## src/hdl/ica_pkg.sv

```systemverilog
// Package for the complementary-filter attitude block: constants, register
// indexes, the sequencer phase type and the CORDIC arctangent table.
// No dependencies.
package ica_pkg;

	// Default and largest supported number of CORDIC iterations.
	localparam int CORDIC_STEPS_DEF = 16;
	localparam int ATAN_LEN = 24;

	// Configuration port address width and register indexes.
	localparam int ADDR_W = 4;
	localparam logic [1:0] REG_BLEND  = 2'd0;
	localparam logic [1:0] REG_BIAS_X = 2'd1;
	localparam logic [1:0] REG_BIAS_Y = 2'd2;
	localparam logic [1:0] REG_BIAS_Z = 2'd3;

	// Blend weight: one in Q1.16 and the reset value.
	localparam logic [16:0] ALPHA_ONE   = 17'h10000;
	localparam logic [16:0] ALPHA_RESET = 17'd655;

	// Angle constants with 30 fraction bits.
	localparam logic signed [35:0] PI_Q30      = 36'sd3373259426;
	localparam logic signed [35:0] TWO_PI_Q30  = 36'sd6746518852;
	localparam logic signed [35:0] HALF_PI_Q30 = 36'sd1686629713;
	localparam logic signed [33:0] GAIN_Q30    = 34'sd652032874;

	// Radians to degrees, tangent limit and angle state limits.
	localparam logic [23:0]        RAD2DEG_Q16 = 24'd3754936;
	localparam logic signed [23:0] TAN_MAX     = 24'sd4194304;
	localparam logic signed [19:0] ANGLE_MAX   = 20'sd524287;
	localparam logic signed [19:0] ANGLE_MIN   = -20'sd524288;

	// Lengths of the serial units, counted from zero.
	localparam logic [5:0] MUL_LAST  = 6'd25;
	localparam logic [5:0] MUL2_LAST = 6'd50;
	localparam logic [5:0] DIV_LAST  = 6'd24;
	localparam logic [5:0] SQRT_LAST = 6'd25;

	// Phases of the sequencer, in execution order.
	typedef enum logic [4:0] {
		ST_IDLE,
		ST_SC_ROLL,
		ST_SC_PITCH,
		ST_TAN,
		ST_M_STN,
		ST_M_TGY,
		ST_M_CTN,
		ST_M_TGZ,
		ST_M_CGY,
		ST_M_SGZ,
		ST_M_DTR,
		ST_M_DTP,
		ST_SQ_ROLL,
		ST_RT_ROLL,
		ST_AT_ROLL,
		ST_SQ_PITCH,
		ST_RT_PITCH,
		ST_AT_PITCH,
		ST_BL_ROLL,
		ST_BL_PITCH,
		ST_DEG_ROLL,
		ST_DEG_PITCH,
		ST_DONE
	} phase_t;

	// Successor of a working phase once its unit has finished.
	function automatic phase_t next_phase(input phase_t ph);
		phase_t nx;
		unique case (ph)
			ST_SC_ROLL:   nx = ST_SC_PITCH;
			ST_SC_PITCH:  nx = ST_TAN;
			ST_TAN:       nx = ST_M_STN;
			ST_M_STN:     nx = ST_M_TGY;
			ST_M_TGY:     nx = ST_M_CTN;
			ST_M_CTN:     nx = ST_M_TGZ;
			ST_M_TGZ:     nx = ST_M_CGY;
			ST_M_CGY:     nx = ST_M_SGZ;
			ST_M_SGZ:     nx = ST_M_DTR;
			ST_M_DTR:     nx = ST_M_DTP;
			ST_M_DTP:     nx = ST_SQ_ROLL;
			ST_SQ_ROLL:   nx = ST_RT_ROLL;
			ST_RT_ROLL:   nx = ST_AT_ROLL;
			ST_AT_ROLL:   nx = ST_SQ_PITCH;
			ST_SQ_PITCH:  nx = ST_RT_PITCH;
			ST_RT_PITCH:  nx = ST_AT_PITCH;
			ST_AT_PITCH:  nx = ST_BL_ROLL;
			ST_BL_ROLL:   nx = ST_BL_PITCH;
			ST_BL_PITCH:  nx = ST_DEG_ROLL;
			ST_DEG_ROLL:  nx = ST_DEG_PITCH;
			ST_DEG_PITCH: nx = ST_DONE;
			default:      nx = ST_IDLE;
		endcase
		return nx;
	endfunction

	// atan(2^-i) with 30 fraction bits.
	function automatic logic [29:0] atan_q30(input logic [4:0] idx);
		logic [29:0] v;
		case (idx)
			5'd0:  v = 30'd843314857;
			5'd1:  v = 30'd497837829;
			5'd2:  v = 30'd263043837;
			5'd3:  v = 30'd133525159;
			5'd4:  v = 30'd67021687;
			5'd5:  v = 30'd33543516;
			5'd6:  v = 30'd16775851;
			5'd7:  v = 30'd8388437;
			5'd8:  v = 30'd4194283;
			5'd9:  v = 30'd2097149;
			5'd10: v = 30'd1048576;
			5'd11: v = 30'd524288;
			5'd12: v = 30'd262144;
			5'd13: v = 30'd131072;
			5'd14: v = 30'd65536;
			5'd15: v = 30'd32768;
			5'd16: v = 30'd16384;
			5'd17: v = 30'd8192;
			5'd18: v = 30'd4096;
			5'd19: v = 30'd2048;
			5'd20: v = 30'd1024;
			5'd21: v = 30'd512;
			5'd22: v = 30'd256;
			5'd23: v = 30'd128;
			default: v = '0;
		endcase
		return v;
	endfunction

endpackage

```

## src/hdl/imu_complementary_attitude.sv

```systemverilog
// Complementary-filter roll and pitch estimator with an APB register port.
// Depends on ica_pkg.
//
// One item (gyro rates, accelerometer axes, time step) gives one result item
// (roll and pitch in degrees). The work runs through serial units: a shared
// iterative CORDIC (one rotation per cycle), a shared bit-serial multiplier (one
// multiplier bit per cycle), a restoring divider for the tangent (one quotient
// bit per cycle) and a square-root unit (one result bit per cycle).
// The eighteen serial products take most of the time of an item. One item is
// worked on at a time; in_ready is high while the sequencer is idle, and a
// finished result waits in the output register so the next item can be taken
// meanwhile. The user must write configuration only while the block is idle;
// the block itself does not enforce this. The angle state clears on reset; no
// clearing pass is needed.
module imu_complementary_attitude #(
	parameter int CORDIC_STEPS = ica_pkg::CORDIC_STEPS_DEF
) (
	input  logic                       clk,
	input  logic                       arst_n,
	input  logic                       psel,
	input  logic                       penable,
	input  logic                       pwrite,
	input  logic [ica_pkg::ADDR_W-1:0] paddr,
	input  logic [31:0]                pwdata,
	output logic [31:0]                prdata,
	output logic                       pready,
	input  logic                       in_valid,
	output logic                       in_ready,
	input  logic signed [23:0]         rate_x,
	input  logic signed [23:0]         rate_y,
	input  logic signed [23:0]         rate_z,
	input  logic signed [15:0]         accel_x,
	input  logic signed [15:0]         accel_y,
	input  logic signed [15:0]         accel_z,
	input  logic [15:0]                step_time,
	output logic                       out_valid,
	input  logic                       out_ready,
	output logic signed [23:0]         roll_deg,
	output logic signed [23:0]         pitch_deg
);
	import ica_pkg::*;

	localparam int NSTEP = (CORDIC_STEPS > ATAN_LEN) ? ATAN_LEN : CORDIC_STEPS;
	localparam logic [5:0] CORDIC_LAST = 6'(NSTEP + 1);

	// Sequencer and configuration.
	phase_t state_q, state_d;
	logic [5:0] cnt_q, last_cnt;
	logic step_done, out_free, out_load;
	logic [16:0] alpha_cfg_q;
	logic signed [23:0] bias_x_q, bias_y_q, bias_z_q;
	logic signed [19:0] roll_est_q, pitch_est_q;
	logic out_valid_q;
	logic [23:0] roll_out_q, pitch_out_q, deg_r_q;

	// Captured item.
	logic signed [24:0] gy_q, gz_q;
	logic signed [15:0] ax_q, ay_q, az_q;
	logic [15:0] dt_q;
	logic [16:0] alpha_q;

	// Intermediate values.
	logic signed [17:0] s16_q, c16_q, pa_q, ta_q;
	logic signed [33:0] st_q, ct_q, pd_q;
	logic signed [23:0] tn_q, t1_q;
	logic signed [26:0] td_q;
	logic signed [35:0] pp_q, tp_q;
	logic [24:0] h_q;

	// Serial multiplier.
	logic signed [63:0] acc_q, mc_q, r16, r18, sat_v;
	logic [23:0] mb_q;
	logic signed [39:0] mul_a;
	logic [23:0] mul_b;
	logic mul_dbl, mul_on, mul_second, mul_load, mul_last;

	// CORDIC.
	logic signed [33:0] cx_q, cy_q, cz_q, cdx, cdy, ctab, cx_fix;
	logic neg_q, zero_q, crot, cpos;
	logic [4:0] ci;
	logic signed [35:0] ang36, z0, zw, zf;
	logic zneg;
	logic signed [16:0] vnum;
	logic signed [34:0] cx14, cy14, cz14;

	// Divider for the tangent.
	logic [33:0] abs_st, abs_ct, dd_q;
	logic [35:0] dr_q, dr2;
	logic [22:0] dn_q;
	logic dneg_q, dfix_q, dge;

	// Square root.
	logic [47:0] sn_q, sr_q, sb_q, sq_t;
	logic sge;

	logic cfg_wr;
	logic [16:0] alpha_lim;

	// Configuration port.
	assign pready = 1'b1;
	assign cfg_wr = psel & penable & pwrite;

	always_comb begin
		unique case (paddr[3:2])
			REG_BLEND:  prdata = 32'(alpha_cfg_q);
			REG_BIAS_X: prdata = 32'(unsigned'(bias_x_q));
			REG_BIAS_Y: prdata = 32'(unsigned'(bias_y_q));
			REG_BIAS_Z: prdata = 32'(unsigned'(bias_z_q));
			default:    prdata = '0;
		endcase
	end

	// Length of each phase, in cycles less one.
	always_comb begin
		case (state_q) inside
			ST_SC_ROLL, ST_SC_PITCH, ST_AT_ROLL, ST_AT_PITCH: last_cnt = CORDIC_LAST;
			ST_TAN:                                          last_cnt = DIV_LAST;
			ST_RT_ROLL, ST_RT_PITCH:                         last_cnt = SQRT_LAST;
			ST_SQ_ROLL, ST_SQ_PITCH, ST_BL_ROLL, ST_BL_PITCH: last_cnt = MUL2_LAST;
			ST_IDLE, ST_DONE:                                last_cnt = '0;
			default:                                         last_cnt = MUL_LAST;
		endcase
	end

	assign step_done = (cnt_q == last_cnt);
	assign out_free  = !out_valid_q || out_ready;

	// Next phase.
	always_comb begin
		state_d = state_q;
		unique case (state_q)
			ST_IDLE: if (in_valid) state_d = ST_SC_ROLL;
			ST_DONE: if (out_free) state_d = ST_IDLE;
			default: if (step_done) state_d = next_phase(state_q);
		endcase
	end

	// Handshake outputs of the sequencer.
	always_comb begin
		in_ready = (state_q == ST_IDLE);
		out_load = (state_q == ST_DONE) && out_free;
	end

	assign out_valid = out_valid_q;
	assign roll_deg  = signed'(roll_out_q);
	assign pitch_deg = signed'(pitch_out_q);
	assign alpha_lim = (alpha_cfg_q > ALPHA_ONE) ? ALPHA_ONE : alpha_cfg_q;

	// Multiplier operand selection.
	always_comb begin
		mul_on = 1'b1;
		mul_dbl = 1'b0;
		mul_second = (cnt_q >= MUL_LAST);
		mul_a = '0;
		mul_b = '0;
		case (state_q)
			ST_M_STN: begin mul_a = 40'(tn_q); mul_b = 24'(s16_q); end
			ST_M_TGY: begin mul_a = 40'(gy_q); mul_b = t1_q; end
			ST_M_CTN: begin mul_a = 40'(tn_q); mul_b = 24'(c16_q); end
			ST_M_TGZ: begin mul_a = 40'(gz_q); mul_b = t1_q; end
			ST_M_CGY: begin mul_a = 40'(gy_q); mul_b = 24'(c16_q); end
			ST_M_SGZ: begin mul_a = 40'(gz_q); mul_b = 24'(s16_q); end
			ST_M_DTR: begin mul_a = 40'(pd_q); mul_b = 24'(dt_q); end
			ST_M_DTP: begin mul_a = 40'(td_q); mul_b = 24'(dt_q); end
			ST_SQ_ROLL: begin
				mul_dbl = 1'b1;
				mul_a = mul_second ? 40'(az_q) : 40'(ax_q);
				mul_b = mul_second ? 24'(az_q) : 24'(ax_q);
			end
			ST_SQ_PITCH: begin
				mul_dbl = 1'b1;
				mul_a = mul_second ? 40'(az_q) : 40'(ay_q);
				mul_b = mul_second ? 24'(az_q) : 24'(ay_q);
			end
			ST_BL_ROLL: begin
				mul_dbl = 1'b1;
				mul_a = mul_second ? 40'(pa_q) : 40'(pp_q);
				mul_b = mul_second ? 24'(alpha_q) : 24'(17'(ALPHA_ONE - alpha_q));
			end
			ST_BL_PITCH: begin
				mul_dbl = 1'b1;
				mul_a = mul_second ? 40'(ta_q) : 40'(tp_q);
				mul_b = mul_second ? 24'(alpha_q) : 24'(17'(ALPHA_ONE - alpha_q));
			end
			ST_DEG_ROLL:  begin mul_a = 40'(roll_est_q); mul_b = RAD2DEG_Q16; end
			ST_DEG_PITCH: begin mul_a = 40'(pitch_est_q); mul_b = RAD2DEG_Q16; end
			default: mul_on = 1'b0;
		endcase
		mul_load = (cnt_q == '0) || (mul_dbl && cnt_q == MUL_LAST);
		mul_last = (cnt_q == MUL_LAST - 6'd1) || (cnt_q == MUL2_LAST - 6'd1);
	end

	// Rounded views of the product.
	assign r16 = (acc_q + 64'sd32768) >>> 16;
	assign r18 = (acc_q + 64'sd131072) >>> 18;
	assign sat_v = (r16 > 64'(ANGLE_MAX)) ? 64'(ANGLE_MAX) :
		(r16 < 64'(ANGLE_MIN)) ? 64'(ANGLE_MIN) : r16;

	// CORDIC step and initial values.
	always_comb begin
		crot = (state_q == ST_SC_ROLL) || (state_q == ST_SC_PITCH);
		ci = 5'(cnt_q - 6'd1);
		cdx = cy_q >>> ci;
		cdy = cx_q >>> ci;
		ctab = 34'(atan_q30(ci));
		cpos = crot ? !cz_q[33] : cy_q[33];
		ang36 = (state_q == ST_SC_ROLL) ? 36'(roll_est_q) : 36'(pitch_est_q);
		z0 = ang36 <<< 14;
		if (z0 > PI_Q30) zw = z0 - TWO_PI_Q30;
		else if (z0 < -PI_Q30) zw = z0 + TWO_PI_Q30;
		else zw = z0;
		zneg = 1'b1;
		if (zw > HALF_PI_Q30) zf = PI_Q30 - zw;
		else if (zw < -HALF_PI_Q30) zf = -PI_Q30 - zw;
		else begin
			zf = zw;
			zneg = 1'b0;
		end
		vnum = (state_q == ST_AT_ROLL) ? 17'(ay_q) : -17'(ax_q);
		cx_fix = neg_q ? -cx_q : cx_q;
		cx14 = (35'(cx_fix) + 35'sd8192) >>> 14;
		cy14 = (35'(cy_q) + 35'sd8192) >>> 14;
		cz14 = (35'(cz_q) + 35'sd8192) >>> 14;
	end

	// Divider and square-root steps.
	always_comb begin
		abs_st = st_q[33] ? 34'(-st_q) : 34'(st_q);
		abs_ct = ct_q[33] ? 34'(-ct_q) : 34'(ct_q);
		dr2 = {dr_q[34:0], dn_q[22]};
		dge = (dr2 >= 36'(dd_q));
		sq_t = sr_q + sb_q;
		sge = (sn_q >= sq_t);
	end

	// Control state, configuration and angle state.
	always_ff @(posedge clk or negedge arst_n) begin
		if (!arst_n) begin
			state_q <= ST_IDLE;
			cnt_q <= '0;
			out_valid_q <= 1'b0;
			alpha_cfg_q <= ALPHA_RESET;
			bias_x_q <= '0;
			bias_y_q <= '0;
			bias_z_q <= '0;
			roll_est_q <= '0;
			pitch_est_q <= '0;
		end else begin
			state_q <= state_d;
			if (state_d != state_q) cnt_q <= '0;
			else if (state_q != ST_IDLE && state_q != ST_DONE) cnt_q <= cnt_q + 6'd1;
			if (out_load) out_valid_q <= 1'b1;
			else if (out_ready) out_valid_q <= 1'b0;
			if (cfg_wr) begin
				unique case (paddr[3:2])
					REG_BLEND:  alpha_cfg_q <= pwdata[16:0];
					REG_BIAS_X: bias_x_q <= signed'(pwdata[23:0]);
					REG_BIAS_Y: bias_y_q <= signed'(pwdata[23:0]);
					REG_BIAS_Z: bias_z_q <= signed'(pwdata[23:0]);
					default: ;
				endcase
			end
			if (step_done && state_q == ST_BL_ROLL) roll_est_q <= sat_v[19:0];
			if (step_done && state_q == ST_BL_PITCH) pitch_est_q <= sat_v[19:0];
		end
	end

	// Datapath registers.
	always_ff @(posedge clk) begin
		// Capture of an accepted item.
		if (in_valid && in_ready) begin
			gy_q <= 25'(rate_y) - 25'(bias_y_q);
			gz_q <= 25'(rate_z) - 25'(bias_z_q);
			pd_q <= 34'(25'(rate_x) - 25'(bias_x_q));
			ax_q <= accel_x;
			ay_q <= accel_y;
			az_q <= accel_z;
			dt_q <= step_time;
			alpha_q <= alpha_lim;
		end

		// Bit-serial multiply, one multiplier bit per cycle.
		if (mul_on && !step_done) begin
			if (mul_load) begin
				mc_q <= 64'(mul_a);
				mb_q <= mul_b;
				if (cnt_q == '0) acc_q <= '0;
			end else begin
				if (mb_q[0]) acc_q <= mul_last ? acc_q - mc_q : acc_q + mc_q;
				mc_q <= mc_q <<< 1;
				mb_q <= mb_q >> 1;
			end
		end

		// Shared CORDIC, rotation for sine and cosine, vectoring for atan2.
		if (state_q == ST_SC_ROLL || state_q == ST_SC_PITCH ||
				state_q == ST_AT_ROLL || state_q == ST_AT_PITCH) begin
			if (cnt_q == '0) begin
				if (crot) begin
					cx_q <= GAIN_Q30;
					cy_q <= '0;
					cz_q <= 34'(zf);
					neg_q <= zneg;
				end else begin
					cx_q <= 34'(h_q);
					cy_q <= 34'(vnum) <<< 8;
					cz_q <= '0;
					zero_q <= (h_q == '0) && (vnum == '0);
				end
			end else if (!step_done) begin
				if (cpos) begin
					cx_q <= cx_q - cdx;
					cy_q <= cy_q + cdy;
					cz_q <= cz_q - ctab;
				end else begin
					cx_q <= cx_q + cdx;
					cy_q <= cy_q - cdy;
					cz_q <= cz_q + ctab;
				end
			end
		end

		// Tangent as a restoring division, one quotient bit per cycle.
		if (state_q == ST_TAN) begin
			if (cnt_q == '0) begin
				dd_q <= abs_ct;
				dneg_q <= st_q[33] ^ ct_q[33];
				dr_q <= 36'(abs_st >> 7);
				dn_q <= {abs_st[6:0], 16'b0};
				if (st_q == '0) begin
					tn_q <= '0;
					dfix_q <= 1'b1;
				end else if ({6'b0, abs_st} >= {abs_ct, 6'b0}) begin
					tn_q <= (st_q[33] != ct_q[33]) ? -TAN_MAX : TAN_MAX;
					dfix_q <= 1'b1;
				end else begin
					dfix_q <= 1'b0;
				end
			end else if (!step_done) begin
				dr_q <= dge ? dr2 - 36'(dd_q) : dr2;
				dn_q <= {dn_q[21:0], dge};
			end else if (!dfix_q) begin
				tn_q <= dneg_q ? -24'(dn_q) : 24'(dn_q);
			end
		end

		// Square root, one result bit per cycle.
		if (state_q == ST_RT_ROLL || state_q == ST_RT_PITCH) begin
			if (cnt_q == '0) begin
				sn_q <= {acc_q[31:0], 16'b0};
				sr_q <= '0;
				sb_q <= 48'h1 << 46;
			end else if (!step_done) begin
				if (sge) begin
					sn_q <= sn_q - sq_t;
					sr_q <= (sr_q >> 1) + sb_q;
				end else begin
					sr_q <= sr_q >> 1;
				end
				sb_q <= sb_q >> 2;
			end else begin
				h_q <= sr_q[24:0];
			end
		end

		// Results of each phase.
		if (step_done) begin
			case (state_q)
				ST_SC_ROLL: begin
					s16_q <= cy14[17:0];
					c16_q <= cx14[17:0];
				end
				ST_SC_PITCH: begin
					st_q <= cy_q;
					ct_q <= cx_fix;
				end
				ST_M_STN, ST_M_CTN: t1_q <= r16[23:0];
				ST_M_TGY, ST_M_TGZ: pd_q <= pd_q + signed'(r16[33:0]);
				ST_M_CGY: td_q <= r16[26:0];
				ST_M_SGZ: td_q <= td_q - signed'(r16[26:0]);
				ST_M_DTR: pp_q <= 36'(roll_est_q) + signed'(r16[35:0]);
				ST_M_DTP: tp_q <= 36'(pitch_est_q) + signed'(r16[35:0]);
				ST_AT_ROLL: pa_q <= zero_q ? '0 : cz14[17:0];
				ST_AT_PITCH: ta_q <= zero_q ? '0 : cz14[17:0];
				ST_DEG_ROLL: deg_r_q <= r18[23:0];
				default: ;
			endcase
		end

		// Output register.
		if (out_load) begin
			roll_out_q <= deg_r_q;
			pitch_out_q <= r18[23:0];
		end
	end

	// The sequencer takes no new item in the cycle after one is accepted.
	assert property (@(posedge clk) disable iff (!arst_n)
		in_valid && in_ready |=> !in_ready)
		else $error("item accepted while the sequencer was busy");

	// The phase counter never runs past the end of its phase.
	assert property (@(posedge clk) disable iff (!arst_n)
		cnt_q <= last_cnt)
		else $error("phase counter overran");

	// The tangent never exceeds its saturation limit when it is used.
	assert property (@(posedge clk) disable iff (!arst_n)
		state_q == ST_M_STN |-> (tn_q <= TAN_MAX && tn_q >= -TAN_MAX))
		else $error("tangent out of range");

	// A result appears only from the final phase.
	assert property (@(posedge clk) disable iff (!arst_n)
		$rose(out_valid_q) |-> $past(state_q) == ST_DONE)
		else $error("result raised outside the final phase");

	// In vectoring mode the CORDIC x stays non-negative.
	assert property (@(posedge clk) disable iff (!arst_n)
		(state_q == ST_AT_ROLL || state_q == ST_AT_PITCH) && cnt_q != '0 |-> !cx_q[33])
		else $error("CORDIC vectoring x went negative");

endmodule
```

## config.mk

```make
export PLATFORM = sky130hd
export DESIGN_NAME = imu_complementary_attitude
export DESIGN_NICKNAME = d
export VERILOG_FILES = /design/src/hdl/ica_pkg.sv /design/src/hdl/imu_complementary_attitude.sv
export SDC_FILE = /design/constraint.sdc
export NUM_CORES = 2
export LEC_CHECK = 0
export BUFFER_PORTS_ARGS = -buffer_cell sky130_fd_sc_hd__buf_2
export CORE_MARGIN = 2
export CORE_UTILIZATION = 60
export CTS_CLUSTER_SIZE = 12
export DETAILED_ROUTE_END_ITERATION = 8
export PLACE_DENSITY_LB_ADDON = 0.25
export SETUP_SLACK_MARGIN = 0.05
export SYNTH_ARGS = -nofsm -noshare
export SYNTH_HDL_FRONTEND = slang
export SYNTH_SLANG_ARGS = --single-unit
```

## constraint.sdc

```tcl
create_clock -name clk -period 12.9 [get_ports clk]
set_input_delay 2.58 -clock clk [delete_from_list [all_inputs] [get_ports clk]]
set_output_delay 2.58 -clock clk [all_outputs]
set_load 0.01 [all_outputs]
```

==> metrics.yaml <==
cts:
  clock_sinks: 1160
  path_clk_slew_ns: 0.07
  htreeDepth: 4
  cts_tree: "built"
  cts_root_buf: "clkbuf_16"
  ctsHoldBuffers: 0
  cts-resized-gates: 0
  cts_setup_buffers: 0
  numCtsBuffers: 134
  clockBufferDepth: 3
  insertion_delay_ns: 0.81
critical_path:
  crit_fanout: 89
  crit_required_ns: 13.43
  rr_startpoint: "cnt_q[0]"
  startpoint_type: "flop"
  reg2reg_slack_ns: 3.97
  r2r_cells: 25
  critPathCaptureType: "flop"
  critPathArrivalTime_ns: 9.46
  r2r-end: "cx_q[33]"
  crit_type: "reg2reg"
routing:
  num_vias: 73600
  drt_iter0_markers: 8650
  drc: 0
  wirelength_mm: 267
  drt_first_pass_iters: 7
  drtAntennaViolNets: 0
  wl_per_cell_um: 23.9
  routed_via_density: 6.58
logic_synthesis:
  ys_seq_area_frac: 0.393
  syn-cell-area_sq_um: 86000
  synth_seq_cells: 1160
  ys_types: 109
  synthTopCellsByArea: "edfxtp_1, ha_1, xnor2_1, a21oi_1, xor2_1"
  async_reset_ff_frac: 0.122
  synth_top_area_cell: "edfxtp_1"
  synth-main-ff-cell: "edfxtp_1"
  synth_top_area_frac: 0.344
  syn_area_per_cell_sq_um: 9.48
  yosysWarnings: 0
  synthTopCellsByCount: "edfxtp_1, nor2_1, nand2_1"
  synthCells: 9075
  yosysMostFrequentCell: "edfxtp_1"
  synth_edf_count: 985
power_and_ir_drop:
  ir_drop_v: 0.000249
  p_per_area_nw_per_um2: 264
  leakage_nw: 36.9
  p_total_mw: 24.7
timing:
  final-hold-violation-count: 0
  period_share: 0.692
  clock.fmax_mhz: 112
  setup-tns-final_ns: 0
  worst_pin_slew_ns: 1.44
  skew_ns: 0.0333
  period_needed_ns: 8.93
  drv_slew: 0
  rsz0062_at_grt: "no"
  finalSetupViolCount: 0
  slew_headroom: 0.0295
run:
  drv_cap: 0
status:
  status: "finished, final reports clean"
grt:
  antenna_found_initial: 16
  grt_max_degree: 153
  gr-total-overflow: 0
  grt_usage: 0.355
  grt_pass1_wl_mm: 402
  grt_pass1_vias: 68400
hold_path:
  hold_end: "roll_deg[11]"
  hold_path_class: "reg2reg"
  holdPathStages: 0
  worstHoldStart: "deg_r_q[11]"
place:
  place.gp.congestion: 1.00
  dp.final_hpwl_mm: 202
  port_buffers: 242
  placed_cell_area_sq_um: 89100
floorplanning:
  rows: 138
  die_h_um: 383
  die_area_sq_um: 146000
  fp.dieW_um: 383
  start_util: 0.606
  io_pins: 262
  core_area_sq_um: 142000
layout:
  nets: 9929
  fin_area_sq_um: 93500
  area_growth_pct: 8.66
  fillers: 11500
  final_util: 0.659
  drive_gt1_frac: 0.102
==> stage by stage <==
stage                     std cells  setup WS, ns  hold slack, ns
after CTS                     11200          4.11           0.415
after global routing          11200          3.25           0.421
after floorplan                9082          4.53           0.400
after detailed placement      10900          4.11           0.405
final                         11200          3.97           0.414
after global placement        10900          4.27           0.400
==> routing by layer <==
metal  vias up  track usage  part of all wire
li1      33800            -                 -
met1     35400        0.494              0.41
met2      3736        0.531              0.43
met3       659       0.0803              0.11
met4        10        0.153             0.045
met5         -            0           0.00026
==> flip-flops by register name, indices dropped and copies added (netlist names), 35 cells and up <==
signal / flops
acc_q: 64
dr_q: 35
mc_q: 64
pp_q: 36
sn_q: 48
sr_q: 48
tp_q: 36
==> worst max-delay path, cell delays in order, from the launching register on <==
cell and delay (ns):
dfrtp_4 0.55, inv_1 0.65, ha_4 0.32, inv_1 0.13, ha_4 0.91, buf_4 0.58, mux2_2 0.40, mux4_2 0.47
or4b_1 0.53, nor2_1 0.13, inv_1 0.07, nor2_1 0.20, a21oi_1 0.12, xor2_1 0.18, ha_1 0.35, a21o_1 0.21
a21oi_1 0.33, nand3_1 0.11, or3_1 0.35, a31oi_1 0.35, o21bai_1 0.21, a2111oi_0 0.65, o31ai_1 0.22, o41ai_1 0.38
xnor2_1 0.16, nor2_1 0.05
==> power by group <==
group          switching [mW]  internal (mW)
logic                    8.60           5.85
registers               0.944           5.43
clock network            1.66           2.20
total                    11.2           13.5
==> worst max-delay path by stage <==
stage,depth (start not counted),endpoint,start
floorplan,34,cx_q[33],cnt_q[0]
global placement,25,cx_q[33],cnt_q[0]
detailed placement,25,cx_q[33],cnt_q[0]
CTS,25,cx_q[33],cnt_q[0]
global route,23,cy_q[32],cnt_q[0]
finish,25,cx_q[33],cnt_q[0]
==> placed cells by master (no fill, tap or decap), drive strengths merged, types with 84 or more instances in the layout <==
cell,n
buf,351
nand3,195
nor2,882
nor3,190
dfrtp,135
nor2b,115
mux2,149
nand4,100
o21ai,535
a211oi,94
a21oi,740
o31ai,84
xnor2,503
nand2b,106
xor2,396
a22oi,92
nand2,760
edfxtp,985
inv,389
clkbuf,173
a31oi,120
mux2i,109
and2,85
ha,562
mux4,92
a21o,236
==> final cells by class <==
cell class / count / area, sq um / share of cell area
Clock buffer: 173 / 3580 / 0.0383
Antenna cell: 10 / 25.0 / 0.000268
Sequential cell: 1160 / 33800 / 0.362
Timing Repair Buffer: 351 / 2050 / 0.0219
Tap cell: 1890 / 2360 / 0.0253
Inverter: 387 / 1460 / 0.0156
Clock inverter: 66 / 763 / 0.00817
Multi-Input combinational cell: 7141 / 49400 / 0.529
==> logic make-up (layout without fill, tap and decap cells) <==
group,after synthesis,after routing,share of synthesized area
mux,350,350,0.0566
fa+ha+maj,575,575,0.0848
buf+inv,781,977,0.0360
other cells,2,19,0.0000873
compound gates,2497,2497,0.184
xor+xnor,899,899,0.0915
flops,1160,1160,0.393
simple gates,2811,2811,0.154
Power figures use the tool's default switching activity.
